===== src/rtl/fsgd_pkg.sv =====
// Shared types, constants and helpers of the gray error-diffusion dither.
// No dependencies.
`default_nettype none

package fsgd_pkg;

  localparam int PIX_W   = 8;   // gray pixel
  localparam int IDX_W   = 8;   // palette index
  localparam int LVL_W   = 9;   // gray_levels register
  localparam int IW_W    = 11;  // image_width register
  localparam int APB_AW  = 3;   // two registers at 0x0 and 0x4
  localparam int DIV_NW  = 17;  // divider dividend / quotient
  localparam int DIV_DW  = 8;   // divider divisor

  // register select, taken from paddr[2]
  localparam logic REG_LEVELS = 1'b0;
  localparam logic REG_WIDTH  = 1'b1;

  // diffused correction in 1/16 units
  typedef logic signed [15:0] err_t;

  function automatic err_t sat16(input logic signed [17:0] v);
    err_t r;
    if (v > 18'sd32767) begin
      r = 16'sh7fff;
    end else if (v < -18'sd32768) begin
      r = 16'sh8000;
    end else begin
      r = v[15:0];
    end
    return r;
  endfunction

endpackage

`default_nettype wire


===== src/rtl/fsgd_div.sv =====
// Restoring shift-subtract divider, one quotient bit per cycle.
// Depends on fsgd_pkg for operand widths.
`default_nettype none

module fsgd_div import fsgd_pkg::*; (
  input  wire logic              clk_i,
  input  wire logic              rst_ni,
  input  wire logic              start_i,
  input  wire logic [DIV_NW-1:0] dividend_i,
  input  wire logic [DIV_DW-1:0] divisor_i,
  output logic                   done_o,
  output logic [DIV_NW-1:0]      quotient_o
);

  localparam int CNT_W = $clog2(DIV_NW);
  localparam logic [CNT_W-1:0] LAST = CNT_W'(DIV_NW - 1);

  logic              busy_q, busy_d;
  logic              done_q, done_d;
  logic [CNT_W-1:0]  cnt_q, cnt_d;
  logic [DIV_NW-1:0] quo_q, quo_d;
  logic [DIV_DW-1:0] rem_q, rem_d;
  logic [DIV_DW-1:0] dsr_q, dsr_d;
  logic [DIV_DW:0]   trial;
  logic              ge;

  assign trial = {rem_q, quo_q[DIV_NW-1]};
  assign ge    = trial >= {1'b0, dsr_q};

  always_comb begin
    busy_d = busy_q;
    cnt_d  = cnt_q;
    quo_d  = quo_q;
    rem_d  = rem_q;
    dsr_d  = dsr_q;
    done_d = 1'b0;
    if (start_i) begin
      busy_d = 1'b1;
      cnt_d  = '0;
      quo_d  = dividend_i;
      rem_d  = '0;
      dsr_d  = divisor_i;
    end else if (busy_q) begin
      quo_d = {quo_q[DIV_NW-2:0], ge};
      rem_d = ge ? DIV_DW'(trial - {1'b0, dsr_q}) : trial[DIV_DW-1:0];
      cnt_d = cnt_q + 1'b1;
      if (cnt_q == LAST) begin
        busy_d = 1'b0;
        done_d = 1'b1;
      end
    end
  end

  always_ff @(posedge clk_i or negedge rst_ni) begin
    if (!rst_ni) begin
      busy_q <= 1'b0;
      done_q <= 1'b0;
      cnt_q  <= '0;
    end else begin
      busy_q <= busy_d;
      done_q <= done_d;
      cnt_q  <= cnt_d;
    end
  end

  always_ff @(posedge clk_i) begin
    quo_q <= quo_d;
    rem_q <= rem_d;
    dsr_q <= dsr_d;
  end

  assign done_o     = done_q;
  assign quotient_o = quo_q;

endmodule

`default_nettype wire


===== config.mk =====
export PLATFORM = sky130hd
export DESIGN_NAME = fsgd_div
export DESIGN_NICKNAME = d
export VERILOG_FILES = /design/src/rtl/fsgd_pkg.sv /design/src/rtl/fsgd_div.sv
export SDC_FILE = /design/constraint.sdc
export NUM_CORES = 1
export LEC_CHECK = 0
export BUFFER_PORTS_ARGS = -buffer_cell sky130_fd_sc_hd__clkbuf_2
export CORE_MARGIN = 10
export CORE_UTILIZATION = 28
export DETAILED_ROUTE_END_ITERATION = 8
export PLACE_DENSITY_LB_ADDON = 0.08
export SYNTH_ARGS = -nofsm -noshare
export SYNTH_HDL_FRONTEND = slang
export SYNTH_SLANG_ARGS = --single-unit

===== constraint.sdc =====
create_clock -name clk_i -period 2.34 [get_ports clk_i]
set_clock_uncertainty 0.1 [all_clocks]
set_input_delay 0.234 -clock clk_i [delete_from_list [all_inputs] [get_ports clk_i]]
set_output_delay 0.234 -clock clk_i [all_outputs]
set_load 0.01 [all_outputs]

==> summary.log, run 1 <==
INFO  setup_path     timing.critical_path.required=2450ps
INFO  floorplanning  core_region_area=0.00721mm²
INFO  finish         layout-drive-gt1-share=35.7%
INFO  setup_path     cp-endpoint=rem_q[6]
INFO  clock_network  deepest_clock_path_buffer_count=2
INFO  yosys          synthDominantAreaCellType=sky130_fd_sc_hd__edfxtp_1
INFO  pwr            pwr-share-seq=41.2%
INFO  yosys          post_synth.cell_area_avg=12.1µm²
INFO  routing        vias_per_cell=4.33
INFO  timing         final_hold_viol_count=0
INFO  routing        drt-wirelength-per-cell=14.0µm
INFO  finish         layout.nets=265
INFO  setup_path     worstSetupStartpointType=register
INFO  yosys          ys_top_cells_by_count=25 x sky130_fd_sc_hd__edfxtp_1, 18 x sky130_fd_sc_hd__nor2_1, 17 x sky130_fd_sc_hd__mux2_2
INFO  yosys          yosys.cell_count.top_type=sky130_fd_sc_hd__edfxtp_1
INFO  yosys          netlist_area=0.00206mm²
INFO  clock_network  clk_transition_reported_paths=80ps
INFO  setup_path     ff2ff_setup_slack=280ps
INFO  pwr            power.density_cell_area=892mW/mm²
INFO  yosys          async_reset_ff_share=17.5%
INFO  global_routing gr-usage-all-layers=8.63%
INFO  timing         fin_hold_ws=18.3ps
INFO  setup_path     worstPathBufferInverterCount=1
INFO  pwr            pwr-share-clk=24.7%
INFO  floorplanning  rows=31
INFO  yosys          synth_cell_type_count=41
INFO  yosys          leading_register_cell_type_out_of_synthesis=sky130_fd_sc_hd__edfxtp_1
INFO  place          hpwl=3400µm
INFO  place          io_buffer_count=45
INFO  yosys          synth_enable_flop_cells=25
INFO  clock_network  cts_tree=done
INFO  setup_path     category_of_cells_accounting_for_the_largest_share_of_critical_path_delay=simple AND/OR/NAND/NOR gates
INFO  routing        route.antenna.remaining_nets=0
INFO  global_routing number_of_antenna_violations_at_the_first_check_in_global_routing=0
INFO  timing         report.final.slew_viol_count=0
INFO  setup_path     timing.critical_path.arrival=2170ps
INFO  routing        detailedRoute.firstIterationViolations=52
INFO  routing        firstDrtPassIters=4
INFO  job            cap_violations=0
INFO  floorplanning  width_of_the_chip=106µm
INFO  setup_path     setup.worst_path.class=reg2reg
INFO  finish         final-instance-count-excl-fill=326
INFO  setup_path     critPathMaxStageDelay=450ps
INFO  timing         setup_total_negative_slack=0ps
INFO  hold_path      kind_of_path_behind_the_tightest_hold_check=in2reg
INFO  timing         normalized_max_slew_margin=56.7%
INFO  setup_path     worstPathMaxFanout=3
INFO  routing        post-route-drc-count=0
INFO  floorplanning  starting_utilization_of_the_core_area=28.6%
INFO  setup_path     timing.critical_path.slowest_stage_cell=sky130_fd_sc_hd__or4b_1
INFO  floorplanning  floorplan.die_area=0.0112mm²
INFO  floorplanning  design.portCount=46
INFO  yosys          sequential_to_total_area_share_from_yosys_stat=52.6%
INFO  hold_path      number_of_cells_on_the_worst_hold_path=1
INFO  yosys          post_synth_inst_count=170
INFO  timing         worstMarginPinSlew=647ps
INFO  yosys          syn_nets=209
INFO  setup_path     worstSetupStartpoint=quotient_o[16]
INFO  setup_path     crit-reg2reg-launch=quotient_o[16]
INFO  setup_path     r2r_cell_count=8
INFO  setup_path     crit_path_end_kind=register
INFO  floorplanning  die_height=106µm
INFO  place          pre_cts_slack=291ps
INFO  clock_network  cts_root_buffer=sky130_fd_sc_hd__clkbuf_8
INFO  global_routing grt_max_degree=28
INFO  clock_network  cts_buffers=5
INFO  yosys          synth_top_area_share=36.4%
INFO  pwr            power_report.internal_total=1.56mW
INFO  place          dp.cells=312
INFO  routing        finalWirelength=4580µm
INFO  finish         final.fill_count=761
INFO  timing         share_of_the_clock_period_used_by_the_worst_path=87.9%
INFO  place          gp_congestion=0.777
INFO  finish         final_core_util=35.6%
INFO  pwr            p_comb_share=34.1%
INFO  finish         number_of_antenna_diodes=0
INFO  yosys          synthesis.yosys.warnings=0
INFO  routing        dr_total_vias=1412
INFO  global_routing via_count_of_the_first_global_routing_pass=1556
INFO  finish         synthToLayoutAreaGrowth=24.5%
INFO  setup_path     r2r-end=rem_q[6]
INFO  timing         grt_setup_unrepaired=no
INFO  pwr            power.switching=0.726mW
INFO  outcome        outcome=finished clean
INFO  pwr            swShare=31.7%
INFO  timing         worst_slack=283ps
INFO  timing         achievable-frequency=486MHz
INFO  pwr            ir_drop=0.289mV
INFO  yosys          ys_ff_latch=40
INFO  global_routing grt_overflow=0
INFO  yosys          cells_taking_the_most_area_after_synthesis=sky130_fd_sc_hd__edfxtp_1 36%, sky130_fd_sc_hd__mux2_2 9.3%, sky130_fd_sc_hd__dfrtp_1 8.5%
INFO  pwr            p_leak=1.11nW
INFO  clock_network  clk-insertion-delay-late=290ps
INFO  timing         finalWorstPathRequiredPeriod=2060ps
INFO  timing         setup_violations=0
INFO  clock_network  cts_max_level=2
INFO  clock_network  numClockSinks=40
INFO  setup_path     crit_chain=inv_1 > ha_1 > fa_1 > nand2b_1 > a21oi_1 > or4b_1 > and4_1 > o31ai_2
INFO  global_routing first_pass_grt_wire_length=7780µm
INFO  setup_path     cp_num_cells=8
[power by group through the flow]
stage               Clock (mW)  Combinational (mW)  Sequential [mW]
floorplan                    0               0.631            0.961
global placement             0               0.793            0.962
detailed placement           0               0.781            0.957
CTS                      0.597               0.790            0.947
global route             0.621               0.880            0.962
finish                   0.566               0.781            0.944
[metal layers]
metal | vias up | share of wire, % | track usage [%]
met5 | - | 0 | 0
met4 | 0 | 0.55 | 2.90
met3 | 2 | 7.5 | 3.84
met2 | 39 | 43 | 12.8
met1 | 652 | 49 | 10.9
li1 | 719 | - | -
[final cells by class]
| class | instances | area [µm²] | area share [%] |
|---|---|---|---|
| Timing Repair Buffer | 54 | 308 | 12.0 |
| Sequential cell | 40 | 1090 | 42.3 |
| Inverter | 13 | 48.8 | 1.90 |
| Tap cell | 99 | 124 | 4.82 |
| Clock inverter | 3 | 42.5 | 1.66 |
| Clock buffer | 5 | 68.8 | 2.68 |
| Multi-Input combinational cell | 112 | 892 | 34.7 |
[what timing repair did]
action | in CTS | in global routing
endpoints found under the hold margin | 11 | 1
setup buffers | 0 | 0
resized for setup | 0 | 0
hold buffers | 5 | 1
[flip-flops by register name, indices dropped and copies added, names as in the netlist]
| register | count |
|---|---|
| cnt_q | 5 |
| done_o | 1 |
| dsr_q | 8 |
| rem_q | 8 |
| busy_q | 1 |
| quotient_o | 17 |
[worst register-to-register path, delay by kind of cell (launching register included)]
family                     cells  cell delay [ps]
and+or+nand+nor                3              770
DFF                            1              390
adders and majority gates      2              390
AOI/OAI and AO/OA              2              240
buffers and inverters          1               90
[worst min-delay path by stage]
stage,from,slack [ps],end
detailed placement,rst_ni,-10,done_o
floorplan,rst_ni,-160,busy_q
global placement,rst_ni,-10,done_o
global route,divisor_i[3],10,dsr_q[3]
CTS,divisor_i[0],2,dsr_q[0]
finish,divisor_i[3],20,dsr_q[3]
[cell usage in the layout (no fill, tap or decap), drive strengths merged, types with 2 or more instances in the layout]
cell type    instances
ha                  10
o21ai                5
nor2                18
a21o                 2
nand4                2
dlygate4sd3          6
xnor2                4
a21oi                6
mux2i                5
a31o                 2
nand2               12
clkbuf              50
nand2b               3
o31ai                2
nor2b                4
mux2                18
a211oi               4
clkinv               2
xor2                 5
edfxtp              25
dfrtp                7
buf                  3
inv                 13
dfxtp                8
[stage by stage]
step                      total power, mW  instance area [µm²]
after floorplan                      1.59                 2060
after global placement               1.75                 2400
after detailed placement             1.74                 2400
after CTS                            2.33                 2560
after global routing                 2.46                 2570
final                                2.29                 2570
[cells by family after synthesis]
kind of cell | share of synthesized area (%)
AND/OR/NAND/NOR | 10.6
XOR/XNOR | 3.82
adder cells (fa/ha/maj) | 7.03
multiplexers | 12.4
buffers and inverters | 4.18
AO/OA/AOI/OAI | 9.33
flip-flops | 52.6
No activity file was read; power rests on OpenSTA's default activity.
==> inputs of run 2 (changes only) <==
--- a/config.mk
+++ b/config.mk
@@ -9,6 +9,7 @@
 export CORE_MARGIN = 10
 export CORE_UTILIZATION = 28
 export DETAILED_ROUTE_END_ITERATION = 8
+export HOLD_SLACK_MARGIN = 0.12
 export PLACE_DENSITY_LB_ADDON = 0.08
 export SYNTH_ARGS = -nofsm -noshare
 export SYNTH_HDL_FRONTEND = slang
==> summary.log, run 2 (synthesized netlist as in run 1, its figures left out) <==
INFO  timing         worstMarginPinSlew=645ps [-1.39 ps]
INFO  timing         achievable-frequency=486MHz [unchanged]
INFO  setup_path     crit_path_end_kind=register
INFO  finish         final_area=0.00260mm² [+1.2%]
INFO  global_routing number_of_antenna_violations_at_the_first_check_in_global_routing=0 [unchanged]
INFO  clock_network  cts_root_buffer=sky130_fd_sc_hd__clkbuf_8
INFO  setup_path     worstPathMaxFanout=3 [unchanged]
INFO  outcome        outcome=finished clean
INFO  routing        vias_per_cell=4.33 [-0.14%]
INFO  finish         layout_commonest_cell=sky130_fd_sc_hd__clkbuf_2
INFO  timing         setup_violations=0 [unchanged]
INFO  place          placed_area=0.00240mm² [unchanged]
INFO  routing        drt-wirelength-per-cell=14.0µm [about the same]
INFO  clock_network  cts_tree=done
INFO  place          hpwl=3400µm [unchanged]
INFO  setup_path     timing.critical_path.required=2450ps [about the same]
INFO  timing         final_hold_viol_count=0 [unchanged]
INFO  hold_path      kind_of_path_behind_the_tightest_hold_check=in2reg
INFO  routing        firstDrtPassIters=4 [unchanged]
INFO  floorplanning  die_height=106µm [unchanged]
INFO  finish         synthToLayoutAreaGrowth=25.9%
INFO  global_routing grt_overflow=0 [unchanged]
INFO  setup_path     crit_chain=inv_1 > ha_1 > fa_1 > nand2b_1 > a21oi_1 > or4b_1 > and4_1 > o31ai_2
INFO  floorplanning  width_of_the_chip=106µm [unchanged]
INFO  floorplanning  core_region_area=0.00721mm² [unchanged]
INFO  clock_network  cts_buffers=5 [unchanged]
INFO  clock_network  post_cts.repair.setup_buffers=0 [unchanged]
INFO  routing        wirelength_met1=2280µm [+2.1%]
INFO  timing         normalized_max_slew_margin=56.8% [+0.093 points]
INFO  global_routing gr-usage-all-layers=8.70% [+0.076 points]
INFO  finish         layout.nets=268 [+1.1%]
INFO  timing         finalWorstPathRequiredPeriod=2060ps [unchanged]
INFO  place          io_buffer_count=45 [unchanged]
INFO  clock_network  cts_max_level=2 [unchanged]
INFO  routing        post-route-drc-count=0 [unchanged]
INFO  setup_path     critPathMaxStageDelay=450ps [about the same]
INFO  pwr            power.density_cell_area=883mW/mm² [-0.99%]
INFO  routing        detailedRoute.firstIterationViolations=48 [-7.7%]
INFO  floorplanning  rows=31 [unchanged]
INFO  floorplanning  starting_utilization_of_the_core_area=28.6% [unchanged]
INFO  finish         mostFrequentLayoutCells=45 x sky130_fd_sc_hd__clkbuf_2, 25 x sky130_fd_sc_hd__edfxtp_1, 18 x sky130_fd_sc_hd__nor2_1
INFO  timing         fin_hold_ws=138ps [+120 ps]
INFO  floorplanning  floorplan.die_area=0.0112mm² [unchanged]
INFO  setup_path     setup.worst_path.class=reg2reg
INFO  job            cap_violations=0 [unchanged]
INFO  place          gp_congestion=0.777 [unchanged]
INFO  timing         setup_total_negative_slack=0ps [unchanged]
INFO  clock_network  holdBufCountCts=9 [+4]
INFO  finish         layout-drive-gt1-share=35.2% [-0.47 points]
INFO  global_routing grt_max_degree=28 [unchanged]
INFO  clock_network  post_cts.resized_instances=0 [unchanged]
INFO  setup_path     timing.critical_path.slowest_stage_cell=sky130_fd_sc_hd__or4b_1
INFO  routing        detailroute.wirelength.met2=2000µm [+1.5%]
INFO  setup_path     worstPathBufferInverterCount=1 [unchanged]
INFO  setup_path     crit-reg2reg-launch=quotient_o[16]
INFO  setup_path     ff2ff_setup_slack=280ps [about the same]
INFO  pwr            total_power=2.30mW [+0.17%]
INFO  clock_network  deepest_clock_path_buffer_count=2 [unchanged]
INFO  setup_path     category_of_cells_accounting_for_the_largest_share_of_critical_path_delay=simple AND/OR/NAND/NOR gates
INFO  routing        finalWirelength=4620µm [+0.90%]
INFO  routing        top_layer_used=met4
INFO  routing        route.antenna.remaining_nets=0 [unchanged]
INFO  routing        dr_total_vias=1423 [+0.78%]
INFO  pwr            p_leak=1.12nW [+1.1%]
INFO  finish         largest_register_ffs=17 [unchanged]
INFO  setup_path     timing.critical_path.arrival=2170ps [about the same]
INFO  clock_network  numClockSinks=40 [unchanged]
INFO  setup_path     worstSetupStartpointType=register
INFO  timing         grt_setup_unrepaired=no
INFO  routing        met3RoutedLength=309µm [-10%]
INFO  finish         number_of_antenna_diodes=0 [unchanged]
INFO  pwr            ir_drop=0.290mV [about the same]
INFO  global_routing first_pass_grt_wire_length=7870µm [+1.1%]
INFO  clock_network  clk_transition_reported_paths=80ps [about the same]
INFO  clock_network  clk-insertion-delay-late=290ps [about the same]
INFO  floorplanning  design.portCount=46 [unchanged]
INFO  timing         report.final.slew_viol_count=0 [unchanged]
INFO  hold_path      hold_path_startpoint=dividend_i[12]
INFO  timing         share_of_the_clock_period_used_by_the_worst_path=87.9% [unchanged]
INFO  setup_path     worstSetupStartpoint=quotient_o[16]
INFO  global_routing via_count_of_the_first_global_routing_pass=1574 [+1.2%]
run 2: power breakdown:
group          switching, mW  internal [mW]  total, mW
sequential            0.0733          0.871      0.944
clock                  0.250          0.316      0.566
combinational          0.404          0.381      0.785
run 2: cell type report:
class	count	area, µm²
Timing Repair Buffer	57	338
Inverter	13	48.8
Multi-Input combinational cell	112	892
Sequential cell	40	1090
Clock inverter	3	42.5
Fill cell	759	4610
Tap cell	99	124
Clock buffer	5	68.8
run 2: worst paths after layout:
kind	to	depth (start not counted)
worst max-delay path	rem_q[6]	8
worst min-delay path	quotient_o[12]	2
worst max register to register	rem_q[6]	8
worst min register to register	rem_q[4]	2
max in group asynchronous	cnt_q[1]	2
min in group asynchronous	done_o	2
run 2: metrics by stage:
stage | setup WS (ps) | std cells | utilization [%]
after floorplan | 322 | 170 | -
after global placement | 324 | 312 | 33.2
after detailed placement | 291 | 312 | 33.2
after CTS | 263 | 329 | 36.0
after global routing | 154 | 329 | 36.0
final | 283 | 329 | 36.0
run 2: metal layers:
layer	vias to the layer above	track usage [%]
li1	725	-
met1	657	11.0
met2	39	13.0
met3	2	3.78
met4	0	2.90
met5	-	0
==> inputs of run 3 (changes only) <==
--- a/config.mk
+++ b/config.mk
@@ -5,9 +5,12 @@
 export SDC_FILE = /design/constraint.sdc
 export NUM_CORES = 1
 export LEC_CHECK = 0
+export ABC_AREA = 1
 export BUFFER_PORTS_ARGS = -buffer_cell sky130_fd_sc_hd__clkbuf_2
+export CORE_ASPECT_RATIO = 0.9
 export CORE_MARGIN = 10
 export CORE_UTILIZATION = 28
+export CTS_CLUSTER_DIAMETER = 60
 export DETAILED_ROUTE_END_ITERATION = 8
 export HOLD_SLACK_MARGIN = 0.12
 export PLACE_DENSITY_LB_ADDON = 0.08
==> summary.log, run 3 <==
INFO  timing         achievable-frequency=535MHz [+10%]
INFO  global_routing grt_max_degree=25 [-11%]
INFO  routing        finalWirelength=5310µm [+15%]
INFO  global_routing grt.busiest_layer=met2
INFO  clock_network  post_cts.repair.setup_buffers=0 [unchanged]
INFO  clock_network  deepest_clock_path_buffer_count=2 [unchanged]
INFO  yosys          sequential_to_total_area_share_from_yosys_stat=51.3% [-1.3 points]
INFO  setup_path     worstPathBufferInverterCount=2 [+1]
INFO  place          gp_congestion=0.763 [-1.8%]
INFO  finish         number_of_antenna_diodes=0 [unchanged]
INFO  job            cap_violations=0 [unchanged]
INFO  pwr            ir_drop=0.335mV [+16%]
INFO  setup_path     timing.critical_path.required=2430ps [-20 ps]
INFO  place          dp.cells=384 [+23%]
INFO  hold_path      number_of_cells_on_the_worst_hold_path=3 [+1]
INFO  pwr            power.density_cell_area=828mW/mm² [-6.2%]
INFO  yosys          synthDominantAreaCellType=sky130_fd_sc_hd__edfxtp_1
INFO  yosys          ys_ff_latch=40 [unchanged]
INFO  floorplanning  rows=30 [-3.2%]
INFO  setup_path     r2r_cell_count=10 [+2]
INFO  global_routing grt_use_met1=12.4% [+1.4 points]
INFO  setup_path     setup.worst_path.class=reg2reg
INFO  yosys          cells_taking_the_most_area_after_synthesis=sky130_fd_sc_hd__edfxtp_1 35%, sky130_fd_sc_hd__nand2_1 18%, sky130_fd_sc_hd__dfrtp_1 8.3%
INFO  setup_path     crit_path_end_kind=register
INFO  pwr            p_leak=1.41nW [+26%]
INFO  yosys          syn_nets=284 [+36%]
INFO  setup_path     worstPathMaxFanout=2 [-1]
INFO  floorplanning  die_height=102µm [-3.2%]
INFO  clock_network  cts_tree=done
INFO  global_routing via_count_of_the_first_global_routing_pass=1757 [+12%]
INFO  setup_path     crit-reg2reg-launch=quotient_o[16]
INFO  timing         setup_total_negative_slack=0ps [unchanged]
INFO  finish         layout.nets=358 [+34%]
INFO  routing        firstDrtPassIters=4 [unchanged]
INFO  routing        route.antenna.remaining_nets=0 [unchanged]
INFO  timing         share_of_the_clock_period_used_by_the_worst_path=79.9% [-8.1 points]
INFO  yosys          netlist_area=0.00212mm² [+2.5%]
INFO  yosys          synth_top_area_share=35.5% [-0.90 points]
INFO  setup_path     timing.critical_path.mode_cell=sky130_fd_sc_hd__nand3_1
INFO  setup_path     r2r-end=rem_q[4]
INFO  timing         worstMarginPinSlew=496ps [-149 ps]
INFO  clock_network  numClockSinks=40 [unchanged]
INFO  clock_network  post_cts.resized_instances=0 [unchanged]
INFO  place          hpwl=3880µm [+14%]
INFO  finish         mostFrequentLayoutCells=102 x sky130_fd_sc_hd__nand2_1, 45 x sky130_fd_sc_hd__clkbuf_2, 25 x sky130_fd_sc_hd__edfxtp_1
INFO  setup_path     critPathMaxStageDelay=410ps [-40 ps]
INFO  floorplanning  starting_utilization_of_the_core_area=28.5% [-0.13 points]
INFO  global_routing grt_overflow=0 [unchanged]
INFO  yosys          synth_cell_type_count=30 [-27%]
INFO  timing         report.final.slew_viol_count=0 [unchanged]
INFO  setup_path     crit_chain=inv_1 > ha_1 > fa_1 > inv_1 > nand3_1 > nand3_1 > xnor2_1 > nand2_1 > nand3_1 > nand2_1
INFO  global_routing grt_util_met2=15.2% [+2.1 points]
INFO  floorplanning  width_of_the_chip=112µm [+5.5%]
INFO  global_routing gr-usage-all-layers=9.55% [+0.85 points]
INFO  outcome        outcome=finished clean
INFO  routing        drt-wirelength-per-cell=12.8µm [-9.0%]
INFO  routing        dr_total_vias=1725 [+21%]
INFO  floorplanning  floorplan.die_area=0.0114mm² [+2.1%]
INFO  floorplanning  design.portCount=46 [unchanged]
INFO  timing         finalWorstPathRequiredPeriod=1870ps [-189 ps]
INFO  timing         grt_setup_unrepaired=no
INFO  yosys          yosys.cell_count.top_type=sky130_fd_sc_hd__nand2_1
INFO  floorplanning  core_region_area=0.00743mm² [+3.0%]
INFO  routing        detailedRoute.firstIterationViolations=78 [+63%]
INFO  yosys          synth_enable_flop_cells=25 [unchanged]
INFO  clock_network  cts_buffers=5 [unchanged]
INFO  setup_path     worstSetupStartpointType=register
INFO  yosys          post_synth.cell_area_avg=8.64µm² [-29%]
INFO  finish         final-instance-count-excl-fill=416 [+26%]
INFO  yosys          async_reset_ff_share=17.5% [unchanged]
INFO  yosys          synthesis.yosys.warnings=0 [unchanged]
INFO  clock_network  cts_max_level=2 [unchanged]
INFO  finish         layout-drive-gt1-share=21.6% [-14 points]
INFO  setup_path     cp_num_cells=10 [+2]
INFO  setup_path     category_of_cells_accounting_for_the_largest_share_of_critical_path_delay=adder cells
INFO  setup_path     ff2ff_setup_slack=470ps [+190 ps]
INFO  timing         final_hold_viol_count=0 [unchanged]
INFO  finish         synthToLayoutAreaGrowth=32.6%
INFO  hold_path      kind_of_path_behind_the_tightest_hold_check=in2reg
INFO  routing        post-route-drc-count=0 [unchanged]
INFO  global_routing grt_use_met3=2.56% [-1.2 points]
INFO  finish         largest_register_ffs=17 [unchanged]
INFO  setup_path     worstSetupStartpoint=quotient_o[16]
INFO  setup_path     cp-endpoint=rem_q[4]
INFO  timing         normalized_max_slew_margin=66.9% [+10 points]
INFO  clock_network  cts_root_buffer=sky130_fd_sc_hd__clkbuf_8
INFO  global_routing first_pass_grt_wire_length=8870µm [+13%]
INFO  yosys          ys_top_cells_by_count=102 x sky130_fd_sc_hd__nand2_1, 25 x sky130_fd_sc_hd__edfxtp_1, 23 x sky130_fd_sc_hd__inv_1
INFO  global_routing number_of_antenna_violations_at_the_first_check_in_global_routing=0 [unchanged]
INFO  place          io_buffer_count=45 [unchanged]
INFO  setup_path     timing.critical_path.slowest_stage_cell=sky130_fd_sc_hd__fa_1
INFO  routing        vias_per_cell=4.15 [-4.1%]
INFO  setup_path     timing.critical_path.arrival=1960ps [-210 ps]
INFO  yosys          leading_register_cell_type_out_of_synthesis=sky130_fd_sc_hd__edfxtp_1
INFO  yosys          post_synth_inst_count=245 [+44%]
INFO  timing         setup_violations=0 [unchanged]
INFO  clock_network  clk_transition_reported_paths=80ps [about the same]
INFO  finish         layout_commonest_cell=sky130_fd_sc_hd__nand2_1
INFO  clock_network  clk-insertion-delay-late=290ps [about the same]
==> run 3: cell count changes after synthesis, sizes merged, moves of 3 or more <==
cell | previous run | this run
nor2 | 18 | 11
inv | 13 | 27
xnor2 | 4 | 1
a211oi | 4 | 0
nor2b | 4 | 0
nand2 | 12 | 106
xor2 | 5 | 2
mux2i | 5 | 0
mux2 | 18 | 0
nand2b | 3 | 0
nand3b | 1 | 7
nand3 | 1 | 18
nor3 | 0 | 3
==> run 3: worst min-delay path by stage <==
stage / start / endpoint / slack [ps]
3_3_place_gp: rst_ni / cnt_q[3] / -20
6_report: dividend_i[16] / quotient_o[16] / 120
2_1_floorplan: rst_ni / busy_q / -160
5_1_grt: dividend_i[16] / quotient_o[16] / 120
4_1_cts: dividend_i[7] / quotient_o[7] / 120
3_5_place_dp: rst_ni / cnt_q[4] / -20
==> run 3: layout make-up <==
class                           count  area, µm²
Fill cell                         796       4630
Sequential cell                    40       1090
Multi-Input combinational cell    173        907
Timing Repair Buffer               71        480
Tap cell                           96        120
Inverter                           28        105
Clock buffer                        6       72.6
Clock inverter                      2       35.0
==> run 3: routing by layer <==
metal | vias to the layer above | part of all wire, % | wire length [µm]
met5 | - | 0 | 0
met4 | 0 | 0.75 | 40
met3 | 2 | 2.9 | 156
met2 | 23 | 46 | 2460
met1 | 766 | 50 | 2650
li1 | 934 | - | -
==> run 3: timing repair <==
item | 4_1_cts | 5_1_grt
hold endpoints to repair | 29 | 1
setup endpoints to repair | 0 | 0
hold buffers | 23 | 1
==> run 3: cells by family after synthesis <==
logic type               count (synthesis)  synth area share [%]
AO/OA/AOI/OAI                           12                  3.43
adder cells (fa/ha/maj)                 11                  6.86
XOR/XNOR                                 3                  1.24
buffers and inverters                   32                  5.85
AND/OR/NAND/NOR                        147                  31.3
flip-flops                              40                  51.3
==> run 3: stage by stage <==
stage	hold WS [ps]	util [%]	total power, mW	setup slack (ps)	area [µm²]
global placement	-15.1	33.1	1.76	468	2460
CTS	121	37.6	2.36	458	2800
global route	123	37.8	2.52	351	2810
floorplan	-162	-	1.53	609	2120
finish	119	37.8	2.32	471	2810
detailed placement	-16.2	33.1	1.75	489	2460
==> run 3: power by group <==
group          internal [mW]  switching [mW]  total, mW  leakage (nW)
registers              0.859          0.0715      0.930         0.421
clock network          0.317           0.249      0.566        0.0552
logic                  0.344           0.485      0.828         0.933
==> run 3: worst reg2reg max path, stage by stage (launching register included) <==
cell and delay, ps:
sky130_fd_sc_hd__edfxtp_1 360, sky130_fd_sc_hd__inv_1 60, sky130_fd_sc_hd__ha_1 230, sky130_fd_sc_hd__fa_1 410, sky130_fd_sc_hd__inv_1 100, sky130_fd_sc_hd__nand3_1 80, sky130_fd_sc_hd__nand3_1 100, sky130_fd_sc_hd__xnor2_1 130
sky130_fd_sc_hd__nand2_1 70, sky130_fd_sc_hd__nand3_1 60, sky130_fd_sc_hd__nand2_1 50
